--- src/rtl/core/css_token_scanner_top_assert.svh ---
// Assertion macros shared by the token scanner RTL.
// No dependencies; included by the files that check their own logic.
`ifndef CSS_TOKEN_SCANNER_TOP_ASSERT_SVH
`define CSS_TOKEN_SCANNER_TOP_ASSERT_SVH

// check that cond implies result in the same cycle
`define CTS_ASSERT_IMPLY(label, clk, rst, cond, result) \
   label: assert property (@(posedge clk) disable iff (rst) (cond) |-> (result)) \
      else $error("css token scanner: same-cycle check failed");

// check that cond implies result in the next cycle
`define CTS_ASSERT_NEXT(label, clk, rst, cond, result) \
   label: assert property (@(posedge clk) disable iff (rst) (cond) |=> (result)) \
      else $error("css token scanner: next-cycle check failed");

`endif

--- src/rtl/core/cts_pkg.sv ---
// Shared types, codes and the byte class table of the token scanner.
// No dependencies; imported by every module of the block.
`default_nettype none

package cts_pkg;

   localparam int TOKEN_W          = 16;
   localparam int KIND_W           = 4;
   localparam int STREAM_BYTES_DEF = 65536;
   localparam int QUEUE_DEPTH_DEF  = 4;

   localparam logic [7:0] CHAR_STAR  = 8'h2A;
   localparam logic [7:0] CHAR_SLASH = 8'h2F;

   typedef logic [KIND_W-1:0] kind_type;
   typedef logic [3:0]        class_type;

   localparam kind_type KIND_OPEN   = 4'd0;
   localparam kind_type KIND_CLOSE  = 4'd1;
   localparam kind_type KIND_COLON  = 4'd2;
   localparam kind_type KIND_SEMI   = 4'd3;
   localparam kind_type KIND_COMMA  = 4'd4;
   localparam kind_type KIND_AT     = 4'd5;
   localparam kind_type KIND_INT    = 4'd6;
   localparam kind_type KIND_IDENT  = 4'd7;
   localparam kind_type KIND_STRING = 4'd8;
   localparam kind_type KIND_ERROR  = 4'd9;

   localparam class_type CL_ERR    = 4'd0;
   localparam class_type CL_SPACE  = 4'd1;
   localparam class_type CL_OPEN   = 4'd2;
   localparam class_type CL_CLOSE  = 4'd3;
   localparam class_type CL_AT     = 4'd4;
   localparam class_type CL_LETTER = 4'd5;
   localparam class_type CL_DIGIT  = 4'd6;
   localparam class_type CL_COLON  = 4'd7;
   localparam class_type CL_SEMI   = 4'd8;
   localparam class_type CL_QUOTE  = 4'd9;
   localparam class_type CL_HYPHEN = 4'd10;
   localparam class_type CL_SLASH  = 4'd11;
   localparam class_type CL_COMMA  = 4'd12;

   typedef struct packed {
      kind_type             kind;
      logic [TOKEN_W-1:0]   start;
      logic [TOKEN_W-1:0]   length;
   } tok_type;

   // one queue entry: the tokens caused by one byte, one or two
   typedef struct packed {
      logic    two;
      tok_type first;
      tok_type second;
   } rec_type;

   function automatic class_type byte_class(input logic [7:0] b);
      class_type c;
      unique case (b) inside
         8'h09, 8'h0A, 8'h0B, 8'h0C, 8'h0D, 8'h20: c = CL_SPACE;
         8'h7B:                                    c = CL_OPEN;
         8'h7D:                                    c = CL_CLOSE;
         8'h40:                                    c = CL_AT;
         [8'h41:8'h5A], [8'h61:8'h7A]:             c = CL_LETTER;
         [8'h30:8'h39]:                            c = CL_DIGIT;
         8'h3A:                                    c = CL_COLON;
         8'h3B:                                    c = CL_SEMI;
         8'h27:                                    c = CL_QUOTE;
         8'h2D:                                    c = CL_HYPHEN;
         8'h2F:                                    c = CL_SLASH;
         8'h2C:                                    c = CL_COMMA;
         default:                                  c = CL_ERR;
      endcase
      return c;
   endfunction

endpackage

`default_nettype wire

--- src/rtl/core/css_token_scanner_top.sv ---
// Channel   Direction  Handshake        Word
// req_      in         push / full      data_byte, end_of_data
// rsp_      out        pop / empty      token_kind, token_start, token_length, last_of_run
//
// One byte is taken per cycle while the record queue has room; results pass through
// the record queue and the output register. A byte that causes two tokens gives two
// words at the output register in turn, so sustained input rate follows the
// output rate once the queue (QUEUE_DEPTH records) fills. Reset is synchronous,
// with no clearing pass. A stalled result side backs up through the queue to full;
// the front end holds its scan state until push is taken.
// Depends on cts_pkg, cts_front, cts_queue and cts_back.
`default_nettype none

module css_token_scanner_top #(
   parameter int STREAM_BYTES = cts_pkg::STREAM_BYTES_DEF,
   parameter int QUEUE_DEPTH  = cts_pkg::QUEUE_DEPTH_DEF
) (
   input  wire logic                          clock,
   input  wire logic                          reset,
   input  wire logic [7:0]                    req_data_byte,
   input  wire logic                          req_end_of_data,
   input  wire logic                          req_push,
   output logic                               req_full,
   output logic [cts_pkg::KIND_W-1:0]         rsp_token_kind,
   output logic [cts_pkg::TOKEN_W-1:0]        rsp_token_start,
   output logic [cts_pkg::TOKEN_W-1:0]        rsp_token_length,
   output logic                               rsp_last_of_run,
   output logic                               rsp_empty,
   input  wire logic                          rsp_pop
);
   import cts_pkg::*;

   rec_type   front_rec, q_data;
   logic      front_valid, accept, q_full, q_empty, q_pop;

   assign req_full = q_full;
   assign accept   = req_push && !q_full;

   cts_front #(
      .STREAM_BYTES(STREAM_BYTES)
   ) u_front (
      .clock       (clock),
      .reset       (reset),
      .accept      (accept),
      .data_byte   (req_data_byte),
      .end_of_data (req_end_of_data),
      .rec         (front_rec),
      .rec_valid   (front_valid)
   );

   cts_queue #(
      .DEPTH(QUEUE_DEPTH)
   ) u_queue (
      .clock     (clock),
      .reset     (reset),
      .push      (accept && front_valid),
      .push_data (front_rec),
      .full      (q_full),
      .pop       (q_pop),
      .pop_data  (q_data),
      .empty     (q_empty)
   );

   cts_back u_back (
      .clock            (clock),
      .reset            (reset),
      .q_data           (q_data),
      .q_empty          (q_empty),
      .q_pop            (q_pop),
      .rsp_token_kind   (rsp_token_kind),
      .rsp_token_start  (rsp_token_start),
      .rsp_token_length (rsp_token_length),
      .rsp_last_of_run  (rsp_last_of_run),
      .rsp_empty        (rsp_empty),
      .rsp_pop          (rsp_pop)
   );

endmodule

`default_nettype wire

--- src/rtl/core/cts_front.sv ---
// Front end: classifies each byte, tracks the scan mode and builds token records.
// Depends on cts_pkg and the assertion macro header.
`default_nettype none
`include "css_token_scanner_top_assert.svh"

module cts_front #(
   parameter int STREAM_BYTES = cts_pkg::STREAM_BYTES_DEF
) (
   input  wire logic             clock,
   input  wire logic             reset,
   input  wire logic             accept,
   input  wire logic [7:0]       data_byte,
   input  wire logic             end_of_data,
   output cts_pkg::rec_type      rec,
   output logic                  rec_valid
);
   import cts_pkg::*;

   localparam int PW = $clog2(STREAM_BYTES);

   typedef enum logic [2:0] {
      M_IDLE, M_AT, M_INT, M_IDENT, M_STR, M_SLASH, M_COMMENT
   } mode_type;

   mode_type         mode_ff, mode_in, mid_mode, st_mode;
   logic [PW-1:0]    begin_ff, begin_in, mid_begin, st_begin;
   logic [PW-1:0]    pos_ff, pos_in, nxt;
   logic             star_ff, star_in, mid_star;
   class_type        cls;
   logic             st_emit, st_sets, use_st;
   tok_type          st_tok, a_tok, c_tok;
   logic             a_v, b_v, c_v;
   logic [PW-1:0]    span_pos, span_end;

   function automatic logic [PW-1:0] span(input logic [PW-1:0] from, input logic [PW-1:0] upto);
      logic [PW:0] diff;
      diff = {1'b0, upto} - {1'b0, from};
      if (diff[PW]) begin
         diff = diff + (PW+1)'(STREAM_BYTES);
      end
      return diff[PW-1:0];
   endfunction

   function automatic tok_type mk(input kind_type k, input logic [PW-1:0] s,
                                  input logic [PW-1:0] l);
      tok_type t;
      t.kind   = k;
      t.start  = TOKEN_W'(s);
      t.length = TOKEN_W'(l);
      return t;
   endfunction

   assign cls      = byte_class(data_byte);
   assign nxt      = (pos_ff == PW'(STREAM_BYTES - 1)) ? '0 : pos_ff + PW'(1);
   assign span_pos = span(begin_ff, pos_ff);

   // token that this byte starts when nothing is pending
   always_comb begin
      st_emit  = 1'b0;
      st_sets  = 1'b0;
      st_mode  = M_IDLE;
      st_begin = pos_ff;
      st_tok   = mk(KIND_ERROR, pos_ff, PW'(1));
      unique case (cls)
         CL_SPACE: ;
         CL_OPEN: begin
            st_emit = 1'b1;
            st_tok  = mk(KIND_OPEN, pos_ff, '0);
         end
         CL_CLOSE: begin
            st_emit = 1'b1;
            st_tok  = mk(KIND_CLOSE, pos_ff, '0);
         end
         CL_COLON: begin
            st_emit = 1'b1;
            st_tok  = mk(KIND_COLON, pos_ff, '0);
         end
         CL_SEMI: begin
            st_emit = 1'b1;
            st_tok  = mk(KIND_SEMI, pos_ff, '0);
         end
         CL_COMMA: begin
            st_emit = 1'b1;
            st_tok  = mk(KIND_COMMA, pos_ff, '0);
         end
         CL_AT: begin
            st_sets = 1'b1;
            st_mode = M_AT;
         end
         CL_DIGIT, CL_HYPHEN: begin
            st_sets = 1'b1;
            st_mode = M_INT;
         end
         CL_LETTER: begin
            st_sets = 1'b1;
            st_mode = M_IDENT;
         end
         CL_QUOTE: begin
            st_sets  = 1'b1;
            st_mode  = M_STR;
            st_begin = nxt;
         end
         CL_SLASH: begin
            st_sets = 1'b1;
            st_mode = M_SLASH;
         end
         default: st_emit = 1'b1;
      endcase
   end

   always_comb begin
      a_v       = 1'b0;
      a_tok     = mk(KIND_ERROR, begin_ff, PW'(1));
      use_st    = 1'b0;
      mid_mode  = mode_ff;
      mid_begin = begin_ff;
      mid_star  = star_ff;
      unique case (mode_ff)
         M_AT, M_IDENT: begin
            if (!(cls inside {CL_LETTER, CL_DIGIT, CL_HYPHEN})) begin
               a_v    = 1'b1;
               a_tok  = mk((mode_ff == M_AT) ? KIND_AT : KIND_IDENT, begin_ff, span_pos);
               use_st = 1'b1;
            end
         end
         M_INT: begin
            if (cls != CL_DIGIT) begin
               a_v    = 1'b1;
               a_tok  = mk(KIND_INT, begin_ff, span_pos);
               use_st = 1'b1;
            end
         end
         M_STR: begin
            if (cls == CL_QUOTE) begin
               a_v      = 1'b1;
               a_tok    = mk(KIND_STRING, begin_ff, span_pos);
               mid_mode = M_IDLE;
            end
         end
         M_SLASH: begin
            if (data_byte == CHAR_STAR) begin
               mid_mode = M_COMMENT;
               mid_star = 1'b0;
            end else begin
               a_v    = 1'b1;
               use_st = 1'b1;
            end
         end
         M_COMMENT: begin
            if (star_ff && data_byte == CHAR_SLASH) begin
               mid_mode = M_IDLE;
               mid_star = 1'b0;
            end else begin
               mid_star = (data_byte == CHAR_STAR);
            end
         end
         default: use_st = 1'b1;
      endcase
      if (use_st) begin
         mid_mode = st_mode;
         if (st_sets) begin
            mid_begin = st_begin;
         end
      end
   end

   assign b_v      = use_st && st_emit;
   assign span_end = span(mid_begin, nxt);

   // flush at end of stream
   always_comb begin
      c_v   = 1'b0;
      c_tok = mk(KIND_ERROR, mid_begin, PW'(1));
      if (end_of_data) begin
         unique case (mid_mode)
            M_AT: begin
               c_v   = 1'b1;
               c_tok = mk(KIND_AT, mid_begin, span_end);
            end
            M_INT: begin
               c_v   = 1'b1;
               c_tok = mk(KIND_INT, mid_begin, span_end);
            end
            M_IDENT: begin
               c_v   = 1'b1;
               c_tok = mk(KIND_IDENT, mid_begin, span_end);
            end
            M_STR: begin
               c_v   = 1'b1;
               c_tok = mk(KIND_ERROR, mid_begin, span_end);
            end
            M_SLASH: c_v = 1'b1;
            default: ;
         endcase
      end
   end

   always_comb begin
      rec.first  = a_v ? a_tok : (b_v ? st_tok : c_tok);
      rec.second = (a_v && b_v) ? st_tok : c_tok;
      rec.two    = ($countones({a_v, b_v, c_v}) > 1);
      rec_valid  = a_v || b_v || c_v;
   end

   always_comb begin
      if (end_of_data) begin
         mode_in  = M_IDLE;
         begin_in = '0;
         pos_in   = '0;
         star_in  = 1'b0;
      end else begin
         mode_in  = mid_mode;
         begin_in = mid_begin;
         pos_in   = nxt;
         star_in  = mid_star;
      end
   end

   always_ff @(posedge clock) begin
      if (reset) begin
         mode_ff  <= M_IDLE;
         begin_ff <= '0;
         pos_ff   <= '0;
         star_ff  <= 1'b0;
      end else if (accept) begin
         mode_ff  <= mode_in;
         begin_ff <= begin_in;
         pos_ff   <= pos_in;
         star_ff  <= star_in;
      end
   end

   `CTS_ASSERT_IMPLY(a_star_only_in_comment, clock, reset, star_ff, mode_ff == M_COMMENT)
   `CTS_ASSERT_NEXT(a_stream_end_resets, clock, reset, accept && end_of_data,
                    mode_ff == M_IDLE && pos_ff == '0)

endmodule

`default_nettype wire

--- src/rtl/core/cts_queue.sv ---
// Short queue of token records between the front and back ends.
// Depends on cts_pkg and the assertion macro header.
`default_nettype none
`include "css_token_scanner_top_assert.svh"

module cts_queue #(
   parameter int DEPTH = cts_pkg::QUEUE_DEPTH_DEF
) (
   input  wire logic              clock,
   input  wire logic              reset,
   input  wire logic              push,
   input  wire cts_pkg::rec_type  push_data,
   output logic                   full,
   input  wire logic              pop,
   output cts_pkg::rec_type       pop_data,
   output logic                   empty
);
   import cts_pkg::*;

   localparam int AW = (DEPTH > 1) ? $clog2(DEPTH) : 1;
   localparam int CW = $clog2(DEPTH + 1);

   rec_type          entry_ff [DEPTH];
   logic [AW-1:0]    wr_ff, wr_in, rd_ff, rd_in;
   logic [CW-1:0]    count_ff, count_in;
   logic             do_push, do_pop;

   assign full     = (count_ff == CW'(DEPTH));
   assign empty    = (count_ff == '0);
   assign do_push  = push && !full;
   assign do_pop   = pop && !empty;
   assign pop_data = entry_ff[rd_ff];

   always_comb begin
      wr_in    = (wr_ff == AW'(DEPTH - 1)) ? '0 : wr_ff + AW'(1);
      rd_in    = (rd_ff == AW'(DEPTH - 1)) ? '0 : rd_ff + AW'(1);
      count_in = count_ff + CW'(do_push) - CW'(do_pop);
   end

   always_ff @(posedge clock) begin
      if (reset) begin
         wr_ff    <= '0;
         rd_ff    <= '0;
         count_ff <= '0;
      end else begin
         if (do_push) begin
            wr_ff <= wr_in;
         end
         if (do_pop) begin
            rd_ff <= rd_in;
         end
         count_ff <= count_in;
      end
   end

   always_ff @(posedge clock) begin
      if (do_push) begin
         entry_ff[wr_ff] <= push_data;
      end
   end

   `CTS_ASSERT_NEXT(a_push_not_empty, clock, reset, push && !full, !empty)

endmodule

`default_nettype wire

--- src/rtl/core/cts_back.sv ---
// Back end: splits queued records into single tokens and holds the result word.
// Depends on cts_pkg and the assertion macro header.
`default_nettype none
`include "css_token_scanner_top_assert.svh"

module cts_back (
   input  wire logic                          clock,
   input  wire logic                          reset,
   input  wire cts_pkg::rec_type              q_data,
   input  wire logic                          q_empty,
   output logic                               q_pop,
   output logic [cts_pkg::KIND_W-1:0]         rsp_token_kind,
   output logic [cts_pkg::TOKEN_W-1:0]        rsp_token_start,
   output logic [cts_pkg::TOKEN_W-1:0]        rsp_token_length,
   output logic                               rsp_last_of_run,
   output logic                               rsp_empty,
   input  wire logic                          rsp_pop
);
   import cts_pkg::*;

   logic       valid_ff, valid_in;
   logic       sel_ff, sel_in;
   tok_type    tok_ff, cur;
   logic       last_ff, is_last, load, taken;

   assign taken   = rsp_pop && valid_ff;
   assign load    = !q_empty && (!valid_ff || taken);
   assign cur     = sel_ff ? q_data.second : q_data.first;
   assign is_last = sel_ff || !q_data.two;
   assign q_pop   = load && is_last;

   always_comb begin
      sel_in   = load ? !is_last : sel_ff;
      valid_in = load ? 1'b1 : (valid_ff && !taken);
   end

   always_ff @(posedge clock) begin
      if (reset) begin
         valid_ff <= 1'b0;
         sel_ff   <= 1'b0;
      end else begin
         valid_ff <= valid_in;
         sel_ff   <= sel_in;
      end
   end

   always_ff @(posedge clock) begin
      if (load) begin
         tok_ff  <= cur;
         last_ff <= is_last;
      end
   end

   assign rsp_token_kind   = tok_ff.kind;
   assign rsp_token_start  = tok_ff.start;
   assign rsp_token_length = tok_ff.length;
   assign rsp_last_of_run  = last_ff;
   assign rsp_empty        = !valid_ff;

   `CTS_ASSERT_IMPLY(a_half_record_queued, clock, reset, sel_ff, !q_empty && q_data.two)

endmodule

`default_nettype wire

--- config.mk ---
export PLATFORM = sky130hd
export DESIGN_NAME = css_token_scanner_top
export DESIGN_NICKNAME = d
export VERILOG_FILES = /design/src/rtl/core/cts_pkg.sv /design/src/rtl/core/css_token_scanner_top.sv /design/src/rtl/core/cts_front.sv /design/src/rtl/core/cts_queue.sv /design/src/rtl/core/cts_back.sv
export VERILOG_INCLUDE_DIRS = /design/src /design/src/rtl/core
export SDC_FILE = /design/constraint.sdc
export NUM_CORES = 1
export LEC_CHECK = 0
export ABC_AREA = 1
export BUFFER_PORTS_ARGS = -buffer_cell sky130_fd_sc_hd__buf_2
export CAP_MARGIN = 20
export CORE_UTILIZATION = 40
export DETAILED_ROUTE_END_ITERATION = 10
export GPL_ROUTABILITY_DRIVEN = 0
export HOLD_SLACK_MARGIN = 0.06
export PLACE_DENSITY = 0.63
export REMOVE_ABC_BUFFERS = 1
export SLEW_MARGIN = 20
export SYNTH_ARGS = -nofsm -noshare
export SYNTH_HDL_FRONTEND = slang
export SYNTH_SLANG_ARGS = --single-unit
--- constraint.sdc ---
create_clock -name clock -period 5.4 [get_ports clock]
set_clock_uncertainty 0.2 [all_clocks]
set_input_delay 0.27 -clock clock [delete_from_list [all_inputs] [get_ports clock]]
set_output_delay 0.27 -clock clock [all_outputs]
set_load 0.01 [all_outputs]
# ---- Word-level counts from Yosys, hierarchy flattened
# Memory sizes are Yosys's and may differ from the RTL's. A register that Yosys moved wholly into a read port is not among the register bits.
# Index checks and enable logic that the tools add are counted.
dict set report classes {
  n_addsub 11
  n_lt_le_gt_ge 7
  n_eq_ne 45
  mux 49
  reduce_logical 36
}
# op n
set op_table {}
lappend op_table {{2-to-1 mux 36 bit} 7}
lappend op_table {{one-hot mux 36 bit (5 select lines)} 1}
lappend op_table {{one-hot mux 36 bit (4 select lines)} 1}
lappend op_table {{2-to-1 mux 16 bit} 8}
lappend op_table {{one-hot mux 36 bit (3 select lines)} 1}
lappend op_table {{== test 8 x 6 -> 1 bit, second input constant} 8}
lappend op_table {{adder 16 x 1 -> 16 bit, second input constant} 3}
lappend op_table {{one-hot mux 4 bit (12 select lines)} 1}
lappend op_table {{== test 8 x 4 -> 1 bit, second input constant} 5}
lappend op_table {{subtractor 16 x 16 -> 17 bit} 2}
lappend op_table {{2-to-1 mux 33 bit} 1}
lappend op_table {{adder 32 x 1 -> 32 bit} 1}
lappend op_table {{> comparator 32 x 2 -> 1 bit, second input constant} 1}
lappend op_table {{== test 8 x 7 -> 1 bit, second input constant} 3}
lappend op_table {{== test 4 bit, second input constant} 5}
lappend op_table {{== test 3 bit, second input constant} 6}
lappend op_table {{== test 16 bit, second input constant} 1}
lappend op_table {{== test 4 x 3 -> 1 bit, second input constant} 4}
lappend op_table {{greater-or-equal comparator 8 x 7 -> 1 bit, second input constant} 2}
lappend op_table {{less-or-equal comparator 8 x 7 -> 1 bit, second input constant} 2}
lappend op_table {{2-to-1 mux 3 bit} 5}
lappend op_table {{one-hot mux 3 bit (5 select lines)} 1}
lappend op_table {{logical AND 1 bit} 14}
lappend op_table {{2-to-1 mux 1 bit} 14}
lappend op_table {{26 further kinds} 51}
dict set report totals {
  reg_bits 82
  ramBits 292
  out_inout_bits 39
  memories 1
}
# memory words word_bits read_ports rd_clocked_by_memory_dff wr line
set mem_list {}
lappend mem_list {u_queue.entry_ff 4 73 1 1 1 cts_queue.sv:23} ;# rec_type entry_ff [DEPTH];

# ---- Logic depth before layout (Yosys ltp)
# Gate-level depths: netlist of the first run.
dict set report logic_depth {
  ltp_word 18
  ltp_mapped 31
}

# ---- Hierarchy
# From an unflattened synthesis of the first run, not the netlist that was laid out.
dict set report hier_totals {
  hier_cells 1898
  hier_area_um2 18406.4
}
# module instances cells_each area_each_um2 seq_area_each_um2
set by_module_without_submodules {}
lappend by_module_without_submodules {cts_queue 1 773 11330.9 8948.6}
lappend by_module_without_submodules {cts_front 1 951 5328.9 720.7}
lappend by_module_without_submodules {cts_back 1 169 1722.9 1151.1}
lappend by_module_without_submodules {css_token_scanner_top 1 5 23.8 0.0}

# ---- Worst setup path before layout of the first run
# Ideal clock, no wire load.
dict set report synth_path {
  path_kind {input -> register}
  startpoint {in req_data_byte[6]}
  endpoint {mem u_queue.entry_ff[0][0] in the netlist's numbering (enable)}
  setup_ns 0.505
  arrival_ns 4.828
  setup_slack_ns -0.133
  path_stages 15
  path_buffers 0
  cell_sequence {inv_1 -> nand2_1 -> nor2_2 -> nand2_1 -> nand3_1 -> nand2_1 -> nand2_4 -> nand2_4 -> inv_2 -> o21ai_1 -> nor2_1 -> o21ai_4 -> nand3_1 -> nand2_2 -> nor2_1}
}
dict set report synth_between {
  elab_chain_len 18
  elab_cells_between_ends 68
  cone_classes {order compare (6); eq/ne (29); mux (18); reduce/logical (15)}
}
# item line
set synth_lines {}
lappend synth_lines {{start, declared} css_token_scanner_top.sv:20} ;# input wire logic [7:0] req_data_byte,
lappend synth_lines {{greater-or-equal comparator 8 x 7 -> 1 bit (implied by the code) or less-or-equal comparator 8 x 7 -> 1 bit (tied branches)} cts_front.sv:53} ;# assign cls = byte_class(data_byte);
lappend synth_lines {{logical AND 1 bit (implied by the code)} cts_front.sv:53}
lappend synth_lines {{OR reduction 2 bit} cts_pkg.sv:58} ;# unique case (b) inside
lappend synth_lines {{one-hot mux 4 bit (12 select lines)} cts_pkg.sv:58}
lappend synth_lines {{== test 4 x 3 -> 1 bit or == test 4 bit (tied branches)} {cts_front.sv:64, cts_front.sv:120}}
lappend synth_lines {{nonzero test 3 bit} cts_front.sv:120} ;# if (!(cls inside {CL_LETTER, CL_DIGIT, CL_HYPHEN})) begin
lappend synth_lines {{2-to-1 mux 1 bit} cts_front.sv:120}
lappend synth_lines {{one-hot mux 1 bit (4 select lines)} cts_front.sv:118} ;# unique case (mode_ff)
lappend synth_lines {{[... 2 more ...]} --}
lappend synth_lines {{OR reduction 5 bit (no source line)} --}
lappend synth_lines {{2-to-1 mux 1 bit} cts_front.sv:175} ;# unique case (mid_mode)
lappend synth_lines {{2-to-1 mux 1 bit} cts_front.sv:174} ;# if (end_of_data) begin
lappend synth_lines {{logical OR 1 bit *} cts_front.sv:202} ;# rec_valid = a_v || b_v || c_v;
lappend synth_lines {{logical AND 1 bit *} css_token_scanner_top.sv:56} ;# .push (accept && front_valid),
lappend synth_lines {{logical AND 1 bit *} cts_queue.sv:30} ;# assign do_push = push && !full;
lappend synth_lines {{2-to-1 mux 1 bit *} cts_queue.sv:57} ;# if (do_push) begin
lappend synth_lines {{2-to-1 mux 1 bit (implied by the code) *} cts_queue.sv:58} ;# entry_ff[wr_ff] <= push_data;
lappend synth_lines {{end, declared} cts_queue.sv:23}
# Every way passes the cells marked *; elsewhere a longest branch is shown, timed or not.

==> impl_metrics.csv, run 1 <==
group,metric,value,unit
floorplan,start_util,40.9,%
timing,finalHoldViolCount,0,
power,powerDensity,448,nW/um^2
timing,relSlewSlack,39.9,%
global_route,grt_overflow,0,
logic_synthesis,syn_area,18300,sq um
global_route,antenna_found_initial,0,
global_route,grt_usage,19.3,%
timing,tightest_slew,0.902,ns
placed_design,postPlaceCellArea,19100,sq um
placed_design,dpl_worst_slack,0.565,ns
detailed_routing,remaining_drc_errors,0,
power,p_sw,3.09,mW
power,irDropWorstVdd,544,uV
detailed_routing,viasPerCell,5.35,
detailed_routing,antenna_left,0,
power,p_leak,7.69,nW
clock_network,cts_resized,0,
timing,fmax,226,MHz
global_route,grt_pass1_vias,13000,
clock_network,post_cts_buffers,0,
logic_synthesis,ys.flop_type,"edfxtp_1",
timing,min_period_over_period,81.9,%
logic_synthesis,synthTopCellsByArea,"edfxtp_1 (54%), nor2_1 (7.0%), nand2_1 (6.0%)",
setup_path,critPathCaptureType,"flop",
logic_synthesis,synth_enable_flop_cells,329,
clock_network,cts_htree_levels,2,
detailed_routing,vias,13700,
cells_and_area,fillCellCount,4116,
clock_network,hold_buffers,2,
cells_and_area,nets,1982,
cells_and_area,finalNonFillerCells,2555,
logic_synthesis,yosysTopAreaCell,"edfxtp_1",
clock_network,path_clk_slew,0.06,ns
logic_synthesis,synthCells,1906,
floorplan,die_h,216,um
floorplan,num_rows,77,
logic_synthesis,synth_top_area_share,54.1,%
outcome,status,"finished, final reports clean",
placed_design,hpwl,27900,um
setup_path,path_max_fanout,20,
timing,fin_setup_tns,0,ns
clock_network,cts_sinks,376,
detailed_routing,detailedRoute.firstPassIterationCount,5,
clock_network,insertion_delay,0.54,ns
clock_network,cts_root_buf,"clkbuf_16",
cells_and_area,area_growth,11.7,%
cells_and_area,stdcell_area,20400,sq um
detailed_routing,dr.first_iter.drc_count,1031,
setup_path,crit_type,"flop to flop",
timing,post-route-min-period,4.42,ns
timing,setup_viol_count_final,0,
logic_synthesis,synth_async_sr_flop_share,0,%
clock_network,clockBufferDepth,3,
global_route,grt_pass1_wl,70900,um
power,power_frac_comb,27.6,%
logic_synthesis,ys_seq_elements,376,
logic_synthesis,yosysWarnings,0,
setup_path,required,5.54,ns
placed_design,port_buffers,51,
logic_synthesis,synth.distinct_cells,51,
cells_and_area,multi_input_area,6500,sq um
timing,report.final.slew_viol_count,0,
power,switching_share,33.8,%
timing,rsz0062_at_grt,"no",
global_route,grt_max_degree,81,
setup_path,critPathLaunchType,"flop",
clock_network,cts_buffers,40,
power,p_int,6.04,mW
cells_and_area,final_layout_size_suffix_gt1_share,11.3,%
clock_network,cts_tree,"done",
min_path,hold_class,"primary input to flop",
power,clock_power_share,28.7,%
floorplan,die_x,216,um
power,total_power,9.13,mW
detailed_routing,routed_wl,45000,um
placed_design,dp.cells,2480,
cells_and_area,seqCellArea,10800,sq um
job,drv_cap,0,
floorplan,coreArea,44600,sq um
timing,fin_ws,0.978,ns
floorplan,num_io_pins,52,
floorplan,die_area,46500,sq um
logic_synthesis,syn_avg_cell_area,9.58,sq um
detailed_routing,wl_per_cell,17.6,um
power,seqPwrFrac,43.7,%
setup_path,worstPathArrival,4.56,ns
logic_synthesis,seq_area_frac_synth,59.3,%
[cell type report]
type / instances / share of cell area (%)
antenna: 1 / 0.0123
clock buffer: 52 / 5.43
clock inverter: 20 / 0.743
inverter: 165 / 3.05
multi-input combinational: 1278 / 31.9
sequential: 376 / 53.1
tap: 592 / 3.63
timing repair buffer: 71 / 2.14
[layer usage]
| layer | routed length [um] | up-vias | part of all wire (%) | track usage (%) |
|---|---|---|---|---|
| met3 | 2100 | 75 | 4.7 | 2.69 |
| met2 | 21100 | 372 | 47 | 31.3 |
| met5 | 0 | - | 0 | 0 |
| met1 | 20900 | 6589 | 46 | 26.8 |
| met4 | 989 | 0 | 2.2 | 5.70 |
| li1 | - | 6633 | - | - |
[critical path, stage by stage (launching register included)]
cell     delay, ns
dfxtp_1       0.42
inv_1         0.10
nor2_1        0.13
nand2_1       0.13
nor2_1        0.25
nor2_4        0.07
nand2_4       0.18
nand2_4       0.16
inv_1         0.48
o21ai_0       0.20
inv_1         0.15
ha_1          0.16
inv_1         0.05
fa_1          0.42
a21o_1        0.18
nand2_1       0.08
nand2_1       0.09
nand2_1       0.09
nand2_1       0.06
a31oi_1       0.34
nand2_1       0.08
o21ai_1       0.17
[logic make-up (layout without fill, tap and decap cells)]
logic type | Yosys count | after routing | synth area share [%]
flip-flops | 376 | 376 | 59.3
AND/OR/NAND/NOR | 799 | 799 | 19.1
buffers and inverters | 252 | 308 | 5.39
XOR/XNOR | 14 | 14 | 0.672
other | 0 | 1 | 0
adder cells (fa/ha/maj) | 37 | 37 | 2.66
AO/OA/AOI/OAI | 428 | 428 | 12.9
[path summary, 6_finish.rpt]
kind | endpoint | depth (start not counted) | slack, ns | startpoint
setup / recovery | u_queue.entry_ff[3][40] | 21 | 0.98 | u_front.mode_ff[2]
hold / removal | u_front.mode_ff[2] | 5 | 0.1 | req_data_byte[0]
setup reg to reg | u_queue.entry_ff[3][40] | 21 | 0.98 | u_front.mode_ff[2]
hold reg to reg | u_front.star_ff | 2 | 0.27 | u_front.star_ff
[sequential cells by signal, indices dropped and copies added (netlist names), named ones only]
register and count:
u_front.star_ff 1, u_back.rsp_token_length 16, u_front.begin_ff 16, u_back.valid_ff 1, u_queue.wr_ff 2, u_back.sel_ff 1, u_queue.count_ff 3, u_front.mode_ff 3
u_back.rsp_last_of_run 1, u_queue.entry_ff 292, u_back.rsp_token_kind 4, u_queue.rd_ff 2, u_front.pos_ff 16, u_back.rsp_token_start 16
[synth_stat cells (all sizes together) (3+ instances only)]
cell type  number
or2             3
nand2         317
a31oi          38
xor2            9
buf            17
clkbuf         70
and2            3
nor2          358
a21oi          85
nor3           13
edfxtp        329
nand3          70
o22ai          59
dfxtp          47
o21bai          7
fa              3
nand4          19
and3            8
o211ai          3
ha             34
inv           165
nand3b          5
o21ai         222
xnor2           5
a21boi          3
[metrics by stage]
| step | hold slack [ns] | util [%] |
|---|---|---|
| floorplan | 0.139 | - |
| detailed placement | 0.267 | 42.8 |
| global placement | 0.263 | 42.8 |
| finish | 0.0962 | 45.7 |
| global route | 0.116 | 45.7 |
| CTS | 0.0759 | 45.7 |
[power groups by stage]
stage / clock [mW] / combinational (mW) / sequential (mW)
after floorplan: 0 / 1.51 / 4.16
after CTS: 2.69 / 2.56 / 4.00
after global routing: 2.80 / 2.83 / 4.04
after detailed placement: 0 / 2.54 / 4.06
after global placement: 0 / 2.48 / 4.05
final: 2.62 / 2.52 / 3.99
[cell usage in the layout, fill, tap and decap left out, drive strengths merged]
master,count
nor2,358
edfxtp,329
nand2,317
o21ai,222
inv,167
a21oi,85
nand3,70
buf,69
o22ai,59
clkbuf,52
dfxtp,47
a31oi,38
ha,34
nand4,19
nor3,13
clkinv,13
xor2,9
and3,8
o21bai,7
nand3b,5
xnor2,5
clkinvlp,4
or2,3
o211ai,3
fa,3
and2,3
a21boi,3
a22oi,2
o2111ai,2
o221ai,2
nor4,2
a21o,2
dlygate4sd3,2
diode,1
a221oi,1
o21a,1
o211a,1
or4,1
bufinv,1
(Power assumes the default switching activity.)
==> run 2: changes to the inputs <==
==> constraint.sdc (replaced) <==
create_clock -name clock -period 4.03 [get_ports clock]
set_clock_uncertainty 0.2 [all_clocks]
set_input_delay 0.2015 -clock clock [delete_from_list [all_inputs] [get_ports clock]]
set_output_delay 0.2015 -clock clock [all_outputs]
set_load 0.01 [all_outputs]
==> run 2 against run 1 <==
Effect of this change: cell area increased by 2.5%; sequential cell count is the same; first-iteration DRC count rose by 1.9%; critical path type unchanged.
==> impl_metrics.csv, run 2 (synthesized netlist as in run 1, its figures left out) <==
group,metric,value,unit
detailed_routing,routed_wl,46100,um
cells_and_area,fillCellCount,4079,
timing,fin_ws,0.258,ns
outcome,status,"finished, final reports clean",
floorplan,num_rows,77,
detailed_routing,dr.first_iter.drc_count,1051,
min_path,hold_class,"primary input to flop",
global_route,grt_pass1_vias,13400,
setup_path,rr_worst_depth,20,
timing,finalHoldViolCount,0,
power,powerDensity,604,nW/um^2
cells_and_area,final_layout_size_suffix_gt1_share,13.2,%
global_route,grt_overflow,0,
setup_path,required,4.25,ns
detailed_routing,viasPerCell,5.38,
timing,post-route-min-period,3.77,ns
power,power_frac_comb,28.3,%
floorplan,die_x,216,um
clock_network,cts_root_buf,"clkbuf_16",
clock_network,cts_buffers,42,
detailed_routing,wl_per_cell,17.8,um
min_path,min_from,"req_data_byte[7]",
floorplan,die_h,216,um
min_path,holdPathEnd,"u_front.mode_ff[0]",
power,irDropWorstVdd,862,uV
power,p_sw,4.24,mW
setup_path,slowest_delay,0.43,ns
power,clock_power_share,30.4,%
setup_path,r2r_slack,0.26,ns
timing,setup_viol_count_final,0,
placed_design,dpl_worst_slack,0.156,ns
cells_and_area,regMostFlops,"u_queue.entry_ff",
power,switching_share,33.6,%
timing,relSlewSlack,35.7,%
placed_design,hpwl,28600,um
clock_network,insertion_delay,0.57,ns
setup_path,slowest_stage,"dfxtp_1",
setup_path,critical_path.top_delay_family,"simple AND/OR/NAND/NOR gates",
clock_network,cts_tree,"done",
detailed_routing,antenna_left,0,
floorplan,die_area,46500,sq um
timing,fmax,265,MHz
placed_design,port_buffers,51,
setup_path,path_max_fanout,13,
power,seqPwrFrac,41.3,%
setup_path,path_buf_inv,5,
cells_and_area,finalNonFillerCells,2596,
floorplan,num_io_pins,52,
detailed_routing,remaining_drc_errors,0,
setup_path,crit_type,"flop to flop",
setup_path,r2r-start,"u_front.mode_ff[2]",
power,p_int,8.38,mW
setup_path,critPathCaptureType,"flop",
clock_network,clockBufferDepth,3,
cells_and_area,largest_register_ffs,292,
global_route,grt_max_degree,84,
cells_and_area,area_growth,14.4,%
clock_network,cts_htree_levels,2,
detailed_routing,detailedRoute.firstPassIterationCount,5,
cells_and_area,diodes,0,
cells_and_area,nets,2020,
clock_network,cts_sinks,376,
global_route,grt_pass1_wl,73000,um
job,drv_cap,0,
timing,tightest_slew,0.964,ns
timing,min_period_over_period,93.6,%
setup_path,critPathLaunchType,"flop",
clock_network,path_clk_slew,0.06,ns
floorplan,start_util,40.9,%
cells_and_area,final_cell_mix,"nor2_1 (331), edfxtp_1 (329), nand2_1 (290)",
detailed_routing,vias,14000,
global_route,grt_usage,19.9,%
setup_path,worstPathArrival,3.99,ns
min_path,holdPathStages,8,
timing,report.final.slew_viol_count,0,
floorplan,coreArea,44600,sq um
power,p_leak,7.95,nW
setup_path,path_cells,"inv_1, nor2_1, nand2_1, nor2_2, nor2_4, nand2_4, buf_4, inv_2, nor2_2, nand2_1, nand2_1, inv_2, o21ai_4, nand3_1, nand2_2, inv_2, ha_1, fa_1, xnor2_1, nor2_1",
setup_path,regToRegEndpoint,"u_queue.count_ff[2]",
placed_design,dp.cells,2509,
global_route,antenna_found_initial,0,
cells_and_area,layout_commonest_cell,"nor2_1",
==> run 2: cell count changes in the layout (fill, tap and decap cells not counted), moves of 2 or more <==
cell and change:
dfxtp_1 -2, buf_4 +26, clkinv_2 +2, clkbuf_1 -4
clkbuf_16 +4, clkinv_1 +5, nor2_4 +2, dlygate4sd3_1 +5
clkbuf_8 -3, buf_12 +5, nor2_1 -2, bufinv_16 +2
==> run 2: what timing repair did <==
| action | in CTS | in global routing |
|---|---|---|
| hold buffers | 7 | 0 |
| setup endpoints to repair | 0 | 85 |
| hold endpoints to repair | 45 | 0 |
| setup buffers | 0 | 2 |
| gates resized for setup | 0 | 11 |
==> run 2: how the worst max path moves through the flow <==
stage	from	end	slack (ns)	cells after the start
floorplan	flop	u_queue.count_ff[2]	-2.92	12
global placement	req_data_byte[6]	u_queue.entry_ff[0][43]	0.20	22
detailed placement	req_data_byte[6]	u_queue.entry_ff[0][43]	0.16	22
CTS	u_front.pos_ff[0]	u_queue.entry_ff[0][14]	0.15	24
global route	u_front.pos_ff[0]	u_queue.entry_ff[3][51]	-0.02	22
finish	u_front.mode_ff[2]	u_queue.count_ff[2]	0.26	20
==> run 2: layer usage <==
metal,part of all wire [%],vias to the layer above,track usage (%),wire (um)
met5,0,-,0,0
met4,2.9,0,6.60,1320
met3,5.9,90,3.19,2710
met2,47,422,32.7,21700
met1,44,6719,26.8,20400
li1,-,6728,-,-
==> run 2: metrics by stage <==
| step | setup TNS [ns] | cell area [sq um] | hold slack, ns | utilization (%) | power, mW |
|---|---|---|---|---|---|
| 6_report | 0 | 20900 | 0.0971 | 46.8 | 12.6 |
| 5_1_grt | -0.0801 | 20900 | 0.177 | 46.8 | 13.3 |
| 4_1_cts | 0 | 20900 | 0.0724 | 46.7 | 12.7 |
| 3_5_place_dp | 0 | 19400 | 0.276 | 43.5 | 8.89 |
| 3_3_place_gp | 0 | 19400 | 0.262 | 43.5 | 8.82 |
| 2_1_floorplan | -552.85 | 17900 | 0.0706 | - | 7.59 |
==> run 2: cell type report <==
| cell class | instances | area [sq um] | share of cell area [%] |
|---|---|---|---|
| sequential | 376 | 10800 | 51.8 |
| multi-input combinational | 1278 | 6530 | 31.2 |
| clock buffer | 49 | 1150 | 5.51 |
| timing repair buffer | 107 | 781 | 3.74 |
| tap | 592 | 741 | 3.55 |
| inverter | 165 | 622 | 2.98 |
| clock inverter | 29 | 239 | 1.14 |
==> run 2: tightest hold or removal path, stage by stage <==
cell and delay (ns):
buf_2 0.09, nor2_1 0.06, nand3_2 0.12, nand2_1 0.06, nand2_1 0.06, inv_2 0.08, nand2_1 0.07, a21oi_1 0.05
==> run 2: power groups by stage <==
stage                     clock (mW)  sequential, mW  combinational, mW
after CTS                       3.91            5.23               3.61
after floorplan                    0            5.57               2.02
final                           3.83            5.22               3.57
after detailed placement           0            5.30               3.59
after global routing            4.06            5.26               4.01
after global placement             0            5.30               3.52
